<file path="config.mk">
export PLATFORM = sky130hd
export DESIGN_NAME = dgsp_ucode_seq
export DESIGN_NICKNAME = d
export VERILOG_FILES = /design/src/hw/rtl/dgsp_pkg.sv /design/src/hw/rtl/dgsp_ucode_seq.sv
export SDC_FILE = /design/constraint.sdc
export NUM_CORES = 1
export LEC_CHECK = 0
export BUFFER_PORTS_ARGS = -buffer_cell sky130_fd_sc_hd__buf_4
export CAP_MARGIN = 20
export CELL_PAD_IN_SITES_DETAIL_PLACEMENT = 0
export CELL_PAD_IN_SITES_GLOBAL_PLACEMENT = 1
export CORE_AREA = 2 2 39 41
export CTS_BUF_LIST = sky130_fd_sc_hd__clkbuf_8
export CTS_CLUSTER_DIAMETER = 30
export DETAILED_ROUTE_END_ITERATION = 8
export DIE_AREA = 0 0 41 43
export GPL_TIMING_DRIVEN = 0
export PLACE_DENSITY_LB_ADDON = 0.1
export SKIP_LAST_GASP = 1
export SLEW_MARGIN = 10
export SYNTH_ARGS = -nofsm -noshare
export SYNTH_HDL_FRONTEND = slang
export SYNTH_SLANG_ARGS = --single-unit
export TNS_END_PERCENT = 100
</file>
<file path="constraint.sdc">
create_clock -name clk -period 3.8 [get_ports clk]
set_input_delay 0.76 -clock clk [delete_from_list [all_inputs] [get_ports clk]]
set_output_delay 0.76 -clock clk [all_outputs]
set_load 0.01 [all_outputs]
</file>
<file path="src/hw/rtl/dgsp_pkg.sv">
// ----------------------------------------------------------------------------
// dgsp_pkg
// Shared types, field widths and the microcode program of the shortest path
// engine.
// ----------------------------------------------------------------------------
package dgsp_pkg;

    localparam int NODE_W   = 3;
    localparam int IN_WT_W  = 8;
    localparam int LABEL_W  = 11;

    typedef struct packed {
        logic               action;
        logic [NODE_W-1:0]  edge_from;
        logic [NODE_W-1:0]  edge_to;
        logic [IN_WT_W-1:0] edge_weight;
        logic [NODE_W-1:0]  source_node;
    } req_t;

    typedef struct packed {
        logic [NODE_W-1:0]  node_index;
        logic [LABEL_W-1:0] path_length;
        logic               reachable;
        logic               last_result;
    } rsp_t;

    localparam logic ACT_WRITE = 1'b0;
    localparam logic ACT_QUERY = 1'b1;

    typedef enum logic [2:0] {
        OP_IDLE,
        OP_RLX_START,
        OP_RELAX,
        OP_SCAN_START,
        OP_SCAN,
        OP_PICK,
        OP_OUT_START,
        OP_OUT
    } op_t;

    typedef enum logic [2:0] {
        COND_NEVER,
        COND_NO_START,
        COND_EFF_MORE,
        COND_FOUND,
        COND_OUT_MORE
    } cond_t;

    typedef logic [2:0] pc_t;

    localparam pc_t PC_IDLE      = 3'd0;
    localparam pc_t PC_RLX_START = 3'd1;
    localparam pc_t PC_RELAX     = 3'd2;
    localparam pc_t PC_SCAN_INIT = 3'd3;
    localparam pc_t PC_SCAN      = 3'd4;
    localparam pc_t PC_PICK      = 3'd5;
    localparam pc_t PC_OUT_START = 3'd6;
    localparam pc_t PC_OUT       = 3'd7;

    typedef struct packed {
        op_t   op;
        cond_t cond;
        pc_t   target;
    } ctrl_t;

    // Condition flags that the datapath reports back to the sequencer.
    typedef struct packed {
        logic no_start;
        logic eff_more;
        logic found;
        logic out_more;
    } status_t;

    // The program. A taken condition jumps to target, otherwise the step
    // counter advances by one; the last step wraps back to the idle step.
    function automatic ctrl_t ucode_word(input pc_t pc);
        ctrl_t w;
        unique case (pc)
            PC_IDLE:      w = '{op: OP_IDLE,       cond: COND_NO_START, target: PC_IDLE};
            PC_RLX_START: w = '{op: OP_RLX_START,  cond: COND_NEVER,    target: PC_IDLE};
            PC_RELAX:     w = '{op: OP_RELAX,      cond: COND_EFF_MORE, target: PC_RELAX};
            PC_SCAN_INIT: w = '{op: OP_SCAN_START, cond: COND_NEVER,    target: PC_IDLE};
            PC_SCAN:      w = '{op: OP_SCAN,       cond: COND_EFF_MORE, target: PC_SCAN};
            PC_PICK:      w = '{op: OP_PICK,       cond: COND_FOUND,    target: PC_RLX_START};
            PC_OUT_START: w = '{op: OP_OUT_START,  cond: COND_NEVER,    target: PC_IDLE};
            PC_OUT:       w = '{op: OP_OUT,        cond: COND_OUT_MORE, target: PC_OUT};
            default:      w = '{op: OP_IDLE,       cond: COND_NEVER,    target: PC_IDLE};
        endcase
        return w;
    endfunction

endpackage

</file>
<file path="src/hw/rtl/dgsp_ucode_seq.sv">
// ----------------------------------------------------------------------------
// dgsp_ucode_seq
// Step counter and control store; selects the next step from the datapath
// condition flags.
// ----------------------------------------------------------------------------
module dgsp_ucode_seq (
    input  logic               clk,
    input  logic               rst_n,
    input  dgsp_pkg::status_t  status,
    output dgsp_pkg::ctrl_t    ctrl
);

    dgsp_pkg::pc_t pc_reg;
    dgsp_pkg::pc_t pc_next;
    logic          taken;

    assign ctrl = dgsp_pkg::ucode_word(pc_reg);

    always_comb
    begin
        unique case (ctrl.cond)
            dgsp_pkg::COND_NEVER:    taken = 1'b0;
            dgsp_pkg::COND_NO_START: taken = status.no_start;
            dgsp_pkg::COND_EFF_MORE: taken = status.eff_more;
            dgsp_pkg::COND_FOUND:    taken = status.found;
            dgsp_pkg::COND_OUT_MORE: taken = status.out_more;
            default:                 taken = 1'b0;
        endcase
    end

    always_comb
    begin
        if (taken)
        begin
            pc_next = ctrl.target;
        end
        else
        begin
            pc_next = pc_reg + 3'd1;
        end
    end

    always_ff @(posedge clk or negedge rst_n)
    begin
        if (!rst_n)
        begin
            pc_reg <= dgsp_pkg::PC_IDLE;
        end
        else
        begin
            pc_reg <= pc_next;
        end
    end

endmodule

</file>
==> results of run 1 <==
report_power, final:
part,total [W],internal (W),switching (W)
logic,0.000344,0.000187,0.000157
registers,0.0000828,0.0000504,0.0000325
clock network,0.0000877,0.0000686,0.0000191
total,0.000514,0.000306,0.000209
layer usage:
layer,vias to the layer above,global-route usage
met5,-,0
met4,0,0.0600
met3,0,0.0157
met2,7,0.203
met1,148,0.122
li1,160,-
critical path: cells and delay by family, from the launching register on:
kind       cells  cell delay [ns]
flops          1             0.46
buf+inv        2             0.29
fa+ha+maj      1             0.24
mux            1             0.27
worst max-delay path by stage:
stage | to | slack (ns) | cells after the start | from
3_5_place_dp | ctrl[3] | 1.77 | 4 | pc_reg[1]$_DFF_PN0_
5_1_grt | ctrl[1] | 1.42 | 4 | pc_reg[0]$_DFF_PN0_
2_1_floorplan | ctrl[2] | 1.92 | 3 | pc_reg[1]$_DFF_PN0_
3_3_place_gp | ctrl[1] | 1.76 | 4 | pc_reg[0]$_DFF_PN0_
4_1_cts | ctrl[3] | 1.54 | 4 | pc_reg[1]$_DFF_PN0_
6_report | ctrl[1] | 1.56 | 4 | pc_reg[0]$_DFF_PN0_
cell usage after synthesis, drive strengths merged:
| master | n |
|---|---|
| inv | 4 |
| nand2b | 1 |
| nor2b | 2 |
| nor2 | 2 |
| a32o | 1 |
| dfrtp | 3 |
| buf | 1 |
| or2b | 1 |
| mux2i | 2 |
| a21oi | 2 |
| nand2 | 1 |
| ha | 8 |
| and2 | 1 |
| mux2 | 5 |
| a221oi | 1 |
| o22ai | 1 |
metrics by stage:
step / power, W / cell area, um^2 / setup WS (ns) / std cells
after floorplan: 0.000302 / 363 / 1.92 / 36
after global placement: 0.000426 / 488 / 1.76 / 66
after detailed placement: 0.000430 / 488 / 1.77 / 66
after CTS: 0.000527 / 533 / 1.54 / 70
after global routing: 0.000570 / 533 / 1.42 / 70
final: 0.000514 / 533 / 1.56 / 70
cell type report:
type	instances	share of cell area
multi-input cells	28	0.491
repair buffers	14	0.197
flip-flops and latches	3	0.141
clock buffers	3	0.0775
well taps	16	0.0376
inverters	4	0.0282
plain buffers	1	0.0211
clock inverters	1	0.00704
cell families (layout without fill, tap and decap cells):
kind of cell,Yosys count,after routing,share of synthesized area
AOI/OAI and AO/OA,5,5,0.114
adders and majority gates,8,8,0.276
buffers and inverters,5,23,0.0724
DFF,3,3,0.207
muxes,7,7,0.210
and+or+nand+nor,8,8,0.121
==> results.yml, run 1 <==
outcome:
  status: "finished, final reports clean"
pwr:
  p_leak_nw: 0.280
  powerDensity_nw_per_um2: 964
  ir_drop_mv: 0.419
yosys:
  yosysSeqAreaShare: 0.207
  syn_area_um2: 363
  syn_area_per_cell_um2: 10.1
  syn_nets: 50
  synth_area_leaders: "ha_1 28%, dfrtp_1 21%, mux2_2 16%, mux2i_1 5.5%, a221oi_2 4.1%"
  yosysWarnings: 0
  yosysTopAreaCell: "ha_1"
  syn_inst: 36
  synth-seq-cells: 3
  synth.top_cell.area_share: 0.276
  synthDistinctLibCells: 16
grt:
  grt_max_degree: 11
  antenna_found_initial: 0
  grt_pass1_vias: 348
  grt_usage: 0.115
  overflow: 0
  grt_pass1_wl_mm: 1.39
worst_setup_path:
  cp.required_ns: 3.04
  reg2reg_slack_ns: 1.82
  cp_max_fo: 7
  worstSetupStartpointType: "flip-flop"
  slowest_stage: "dfrtp_1"
  worst-setup-path-type: "flip-flop to output port"
  cp.arrival_ns: 1.48
  rr_worst_depth: 6
  reg2reg_from: "pc_reg[1]$_DFF_PN0_"
  endpoint_kind: "output port"
  slowest_delay_ns: 0.46
  r2r_end: "pc_reg[0]$_DFF_PN0_"
  critical_path.cell_chain: "inv_1, ha_1, mux2_2, buf_4"
cells_and_area:
  final_nets: 69
  diodes: 0
  mostFrequentLayoutCells: "14 x buf_4, 8 x ha_1, 5 x inv_1, 5 x mux2_2"
  multi_input_area_um2: 262
  final_util: 0.385
  drive_gt1_frac: 0.444
  fill_cells: 159
  final_common_cell: "buf_4"
  areaGrowthSynthToFinish_pct: 46.9
  largest_reg_flops: 3
  ff_latch_area_um2: 75.1
floorplan:
  die_h_um: 43
  rows: 14
  dieWidth_um: 41
  io_pins: 15
  initial_utilization: 0.262
  die-area_um2: 1760
  fp.coreArea_um2: 1380
drt:
  wirelength_um: 800
  dr.first_iter.drc_count: 1
  wl_met3_um: 31
  routed_via_density: 4.50
  wl_met2_um: 438
  via_count: 315
  drcViolationCount: 0
  wl_met1_um: 330
  top_layer_used: "met3"
  drt-wirelength-per-cell_um: 11.4
  dr.pass1.iters: 2
  ant_nets: 0
worst_hold_path:
  hp-class: "input pin to async pin"
clock_network:
  cts_tree: "yes"
  root_buffer: "clkbuf_8"
  cts_max_level: 1
  cts_buffers: 3
  ctsHoldBuffers: 0
  cts.path.max_buffers: 2
  cts.repair.resized: 0
  clock_sinks: 3
  insertion_delay_ns: 0.21
  cts_setup_buffers: 0
  clk_pin_slew_ns: 0.03
timing:
  min_period_ns: 2.24
  worstMarginPinSlew_ns: 0.335
  hold_violations: 0
  fin_tns_setup_ns: 0
  rsz0062_at_grt: "no"
  final-max-slew-violation-count: 0
  fin_hold_ws_ns: 0.328
  fmax_ghz: 0.447
  finalClockSkew_ns: 0.00169
  finalSetupViolations: 0
  max_slew_margin: 0.777
  final.period_utilization: 0.589
placed_design:
  place.gp.congestion: 0.741
  io_buffers: 14
  hpwl_um: 608
job:
  drv_cap: 0
Note: power is estimated with default switching activity, not from simulation.
==> inputs of run 2 (changes only) <==
- clock period: 3.8 -> 1.8 ns (I/O delays scaled with it)
==> run 2 against run 1 <==
Against the previous run: routed wire length rose by 22%; worst setup slack got worse by 1.6 ns; the run now ends with setup timing left; core utilization rose by 12 points; total power rose to 3.0 times the previous value; critical path depth rose by 2; clock-buffer cell count did not move; design area rose by 31%; critical path type is now flip-flop to flip-flop.
==> results.yml, run 2 (synthesis gave the netlist of run 1 again) <==
cells_and_area:
  final_nets: 77
  fin_cells: 78
  drive_gt1_frac: 0.726
  diodes: 0
  final_common_cell: "buf_4"
  largest_reg_flops: 3
  mostFrequentLayoutCells: "21 x buf_4, 4 x mux2_4"
  areaGrowthSynthToFinish_pct: 92.4
clock_network:
  insertion_delay_ns: 0.22
  cts_max_level: 1
  cts_tree: "yes"
  clk_pin_slew_ns: 0.03
  clock_sinks: 3
  cts.path.max_buffers: 2
  cts_buffers: 3
  root_buffer: "clkbuf_8"
outcome:
  status: "finished with violations"
  violations: "setup timing"
timing:
  finalClockSkew_ns: 0.00355
  fin_ws_ns: -0.0347
  fin_tns_setup_ns: -0.0712
  rsz0062_at_grt: "yes"
  hold_violations: 0
  fmax_ghz: 0.545
  worstMarginPinSlew_ns: 0.334
  finalSetupViolations: 3
  min_period_ns: 1.83
  max_slew_margin: 0.777
  final-max-slew-violation-count: 0
  final.period_utilization: 1.02
grt:
  antenna_found_initial: 0
  grt_max_degree: 11
  grt_pass1_wl_mm: 1.48
  grt_pass1_vias: 356
  grt_usage: 0.127
  overflow: 0
drt:
  drt-wirelength-per-cell_um: 12.5
  top_layer_used: "met4"
  wl_met1_um: 365
  wl_met2_um: 552
  wl_met3_um: 28
  wirelength_um: 977
  dr.pass1.iters: 2
  dr.first_iter.drc_count: 3
  drcViolationCount: 0
  ant_nets: 0
  routed_via_density: 4.72
  via_count: 368
worst_setup_path:
  cp.required_ns: 1.89
  rr_worst_depth: 6
  worst-setup-path-type: "flip-flop to flip-flop"
  cp_max_fo: 6
  endpoint_kind: "flip-flop"
  worstSetupStartpointType: "flip-flop"
  cp.arrival_ns: 1.93
placed_design:
  dp_cells: 66
  hpwl_um: 610
  io_buffers: 14
  place.gp.congestion: 0.705
pwr:
  ir_drop_mv: 1.07
  p_leak_nw: 0.338
  p_seq_frac: 0.108
  clkPwrFrac: 0.125
  internal-power_w: 0.000934
  p_sw_w: 0.000606
  powerDensity_nw_per_um2: 2210
  comb_power_share: 0.767
  switching_share: 0.393
floorplan:
  fp.coreArea_um2: 1380
  io_pins: 15
  die-area_um2: 1760
  die_h_um: 43
  dieWidth_um: 41
  initial_utilization: 0.262
  rows: 14
worst_hold_path:
  hp-class: "input pin to async pin"
job:
  drv_cap: 0
run 2: changes by cell type in the layout (fill, tap and decap cells not counted), moves of 3 or more:
cell,previous run,this run
buf_4,14,21
ha_1,8,3
ha_2,0,3
mux2_2,5,1
mux2_4,0,4
run 2: area by class of cell:
type	count	area, um^2
repair buffers	22	168
clock buffers	3	41.3
multi-input cells	28	359
clock inverters	1	3.75
plain buffers	1	11.3
well taps	16	20.0
inverters	4	17.5
flip-flops and latches	3	77.6
fillers	133	686
run 2: power groups by stage:
| stage | Sequential, W | Combinational, W | Clock, W |
|---|---|---|---|
| 5_1_grt | 0.000171 | 0.00126 | 0.000208 |
| 6_report | 0.000166 | 0.00118 | 0.000192 |
| 2_1_floorplan | 0.000179 | 0.000464 | 0 |
| 4_1_cts | 0.000165 | 0.00106 | 0.000199 |
| 3_5_place_dp | 0.000185 | 0.000727 | 0 |
| 3_3_place_gp | 0.000180 | 0.000725 | 0 |
run 2: stage by stage:
step	utilization	total power [W]	area [um^2]	setup WS, ns	hold slack (ns)
5_1_grt	0.505	0.00164	698	-0.0791	0.489
6_report	0.505	0.00154	698	-0.0347	0.472
3_3_place_gp	0.354	0.000905	490	-0.151	0.148
4_1_cts	0.471	0.00143	652	-0.0255	0.467
2_1_floorplan	-	0.000643	365	0.00896	0.0644
3_5_place_dp	0.354	0.000912	490	-0.135	0.150
run 2: critical path, stage by stage (launching register included):
cell and delay (ns):
dfrtp_2 0.45, inv_4 0.12, ha_4 0.15, nor2_4 0.04
a32o_2 0.25, a221oi_4 0.36, mux2_4 0.34
run 2: final timing paths:
kind	end	slack, ns	start
worst max register to register	pc_reg[0]$_DFF_PN0_	-0.03	pc_reg[0]$_DFF_PN0_
worst max-delay path	pc_reg[0]$_DFF_PN0_	-0.03	pc_reg[0]$_DFF_PN0_
worst min register to register	pc_reg[0]$_DFF_PN0_	0.77	pc_reg[0]$_DFF_PN0_
min in group clk	pc_reg[2]$_DFF_PN0_	0.75	status[0]
worst min-delay path	pc_reg[2]$_DFF_PN0_	0.47	rst_n
max in group asynchronous	pc_reg[0]$_DFF_PN0_	1.22	rst_n
run 2: repair_timing:
action | CTS | global route
hold buffers | 1 | 0
buffers inserted | 6 | 1
cloned | 0 | 0
endpoints found under the hold margin | 3 | 0
pin swaps | 2 | 5
endpoints found under the setup margin | 3 | 5
resized for setup | 14 | 9
run 2: per-layer routing:
layer | vias up | global-route usage
met2 | 10 | 0.203
met5 | - | 0
met4 | 0 | 0.100
met1 | 181 | 0.140
met3 | 3 | 0.0157
li1 | 174 | -
==> inputs of run 3 (changes only) <==
- RECOVER_POWER: not set -> 50
==> run 3 against run 2 <==
Against the previous run: the run still ends with setup timing left; global-route usage unchanged; hold slack better by 0.0083 ns; routed wire length down 0.10%; largest cell class unchanged.
==> results.yml, run 3 (synthesis gave the netlist of run 1 again) <==
outcome:
  status: "finished with violations"
  violations: "setup timing"
drt:
  ant_nets: 0
  wl_met1_um: 363
  wl_met3_um: 28
  dr.first_iter.drc_count: 3
  drcViolationCount: 0
  via_count: 364
  top_layer_used: "met4"
  drt-wirelength-per-cell_um: 12.5
  dr.pass1.iters: 2
  wl_met2_um: 553
  routed_via_density: 4.67
  wirelength_um: 976
worst_setup_path:
  cp.required_ns: 1.89
  endpoint_kind: "flip-flop"
  reg2reg_slack_ns: -0.03
  reg2reg_from: "pc_reg[0]$_DFF_PN0_"
  worstSetupStartpointType: "flip-flop"
  cp_max_fo: 6
  r2r_end: "pc_reg[0]$_DFF_PN0_"
  setup.worst_path.start: "pc_reg[0]$_DFF_PN0_"
  cp.arrival_ns: 1.92
  rr_worst_depth: 6
  worst-setup-path-type: "flip-flop to flip-flop"
grt:
  overflow: 0
  grt_pass1_wl_mm: 1.48
  grt_pass1_vias: 356
  grt_max_degree: 11
  antenna_found_initial: 0
  grt_usage: 0.127
floorplan:
  fp.coreArea_um2: 1380
  die_h_um: 43
  io_pins: 15
  rows: 14
  die-area_um2: 1760
  dieWidth_um: 41
  initial_utilization: 0.262
cells_and_area:
  final_common_cell: "buf_4"
  mostFrequentLayoutCells: "19 x buf_4, 4 x mux2_4"
  largest_reg_flops: 3
  drive_gt1_frac: 0.694
  final_util: 0.499
  diodes: 0
  final_nets: 77
  areaGrowthSynthToFinish_pct: 90.3
timing:
  finalSetupViolations: 3
  finalClockSkew_ns: 0.00355
  fmax_ghz: 0.546
  rsz0062_at_grt: "yes"
  hold_violations: 0
  final-max-slew-violation-count: 0
  min_period_ns: 1.83
  fin_hold_ws_ns: 0.480
  max_slew_margin: 0.779
  final.period_utilization: 1.02
  worstMarginPinSlew_ns: 0.331
  fin_ws_ns: -0.0331
pwr:
  ir_drop_mv: 1.06
  p_leak_nw: 0.331
  powerDensity_nw_per_um2: 2220
clock_network:
  cts.path.max_buffers: 2
  cts_buffers: 3
  clk_pin_slew_ns: 0.03
  insertion_delay_ns: 0.22
  cts_max_level: 1
  clock_sinks: 3
  cts_tree: "yes"
  root_buffer: "clkbuf_8"
job:
  drv_cap: 0
placed_design:
  hpwl_um: 610
  place.gp.congestion: 0.705
  io_buffers: 14
worst_hold_path:
  hp-class: "input pin to async pin"
==> run 3: cell types whose count changed in the layout (fill, tap and decap cells not counted) <==
cell / delta
buf_4: -2
clkbuf_1: +2
==> run 3: through the flow <==
step | instances | area (um^2) | TNS, ns | power (W) | setup slack, ns
after floorplan | 36 | 365 | 0 | 0.000643 | 0.00896
after global placement | 66 | 490 | -0.449 | 0.000905 | -0.151
after detailed placement | 66 | 490 | -0.388 | 0.000912 | -0.135
after CTS | 77 | 652 | -0.0781 | 0.00143 | -0.0255
after global routing | 78 | 691 | -0.238 | 0.00163 | -0.0791
final | 78 | 691 | -0.0667 | 0.00153 | -0.0331
==> run 3: repair_timing <==
| action | 4_1_cts | 5_1_grt |
|---|---|---|
| setup endpoints to repair | 3 | 5 |
| pin swaps | 2 | 5 |
| cloned | 0 | 0 |
| hold buffers | 1 | 0 |
| setup buffers | 6 | 1 |
| resized for setup | 14 | 9 |
| endpoints found under the hold margin | 3 | 0 |
==> run 3: how the worst max path moves through the flow <==
stage,endpoint,slack (ns)
global route,pc_reg[0]$_DFF_PN0_,-0.08
finish,pc_reg[0]$_DFF_PN0_,-0.03
global placement,pc_reg[2]$_DFF_PN0_,-0.15
floorplan,pc_reg[0]$_DFF_PN0_,0.009
detailed placement,pc_reg[1]$_DFF_PN0_,-0.13
CTS,pc_reg[0]$_DFF_PN0_,-0.03
==> run 3: worst max-delay path, cell delays in order (launching register included) <==
cell and delay (ns):
dfrtp_2 0.45, inv_4 0.12, ha_4 0.15, nor2_4 0.04, a32o_2 0.25, a221oi_4 0.36
mux2_4 0.34
==> run 3: cell type report <==
cell class,count,area [um^2]
repair buffers,22,160
fillers,135,693
plain buffers,1,11.3
inverters,4,17.5
well taps,16,20.0
multi-input cells,28,359
clock inverters,1,3.75
clock buffers,3,41.3
flip-flops and latches,3,77.6
==> run 3: routing by layer <==
layer / GRT usage / vias to the layer above
met5: 0 / -
met4: 0.100 / 0
met3: 0.0157 / 3
met2: 0.203 / 10
met1: 0.140 / 177
li1: - / 174
==> run 3: report_power, final <==
group / switching, W / internal [W] / total [W]
sequential: 0.0000543 / 0.000111 / 0.000166
clock: 0.0000467 / 0.000145 / 0.000192
combinational: 0.000504 / 0.000668 / 0.00117
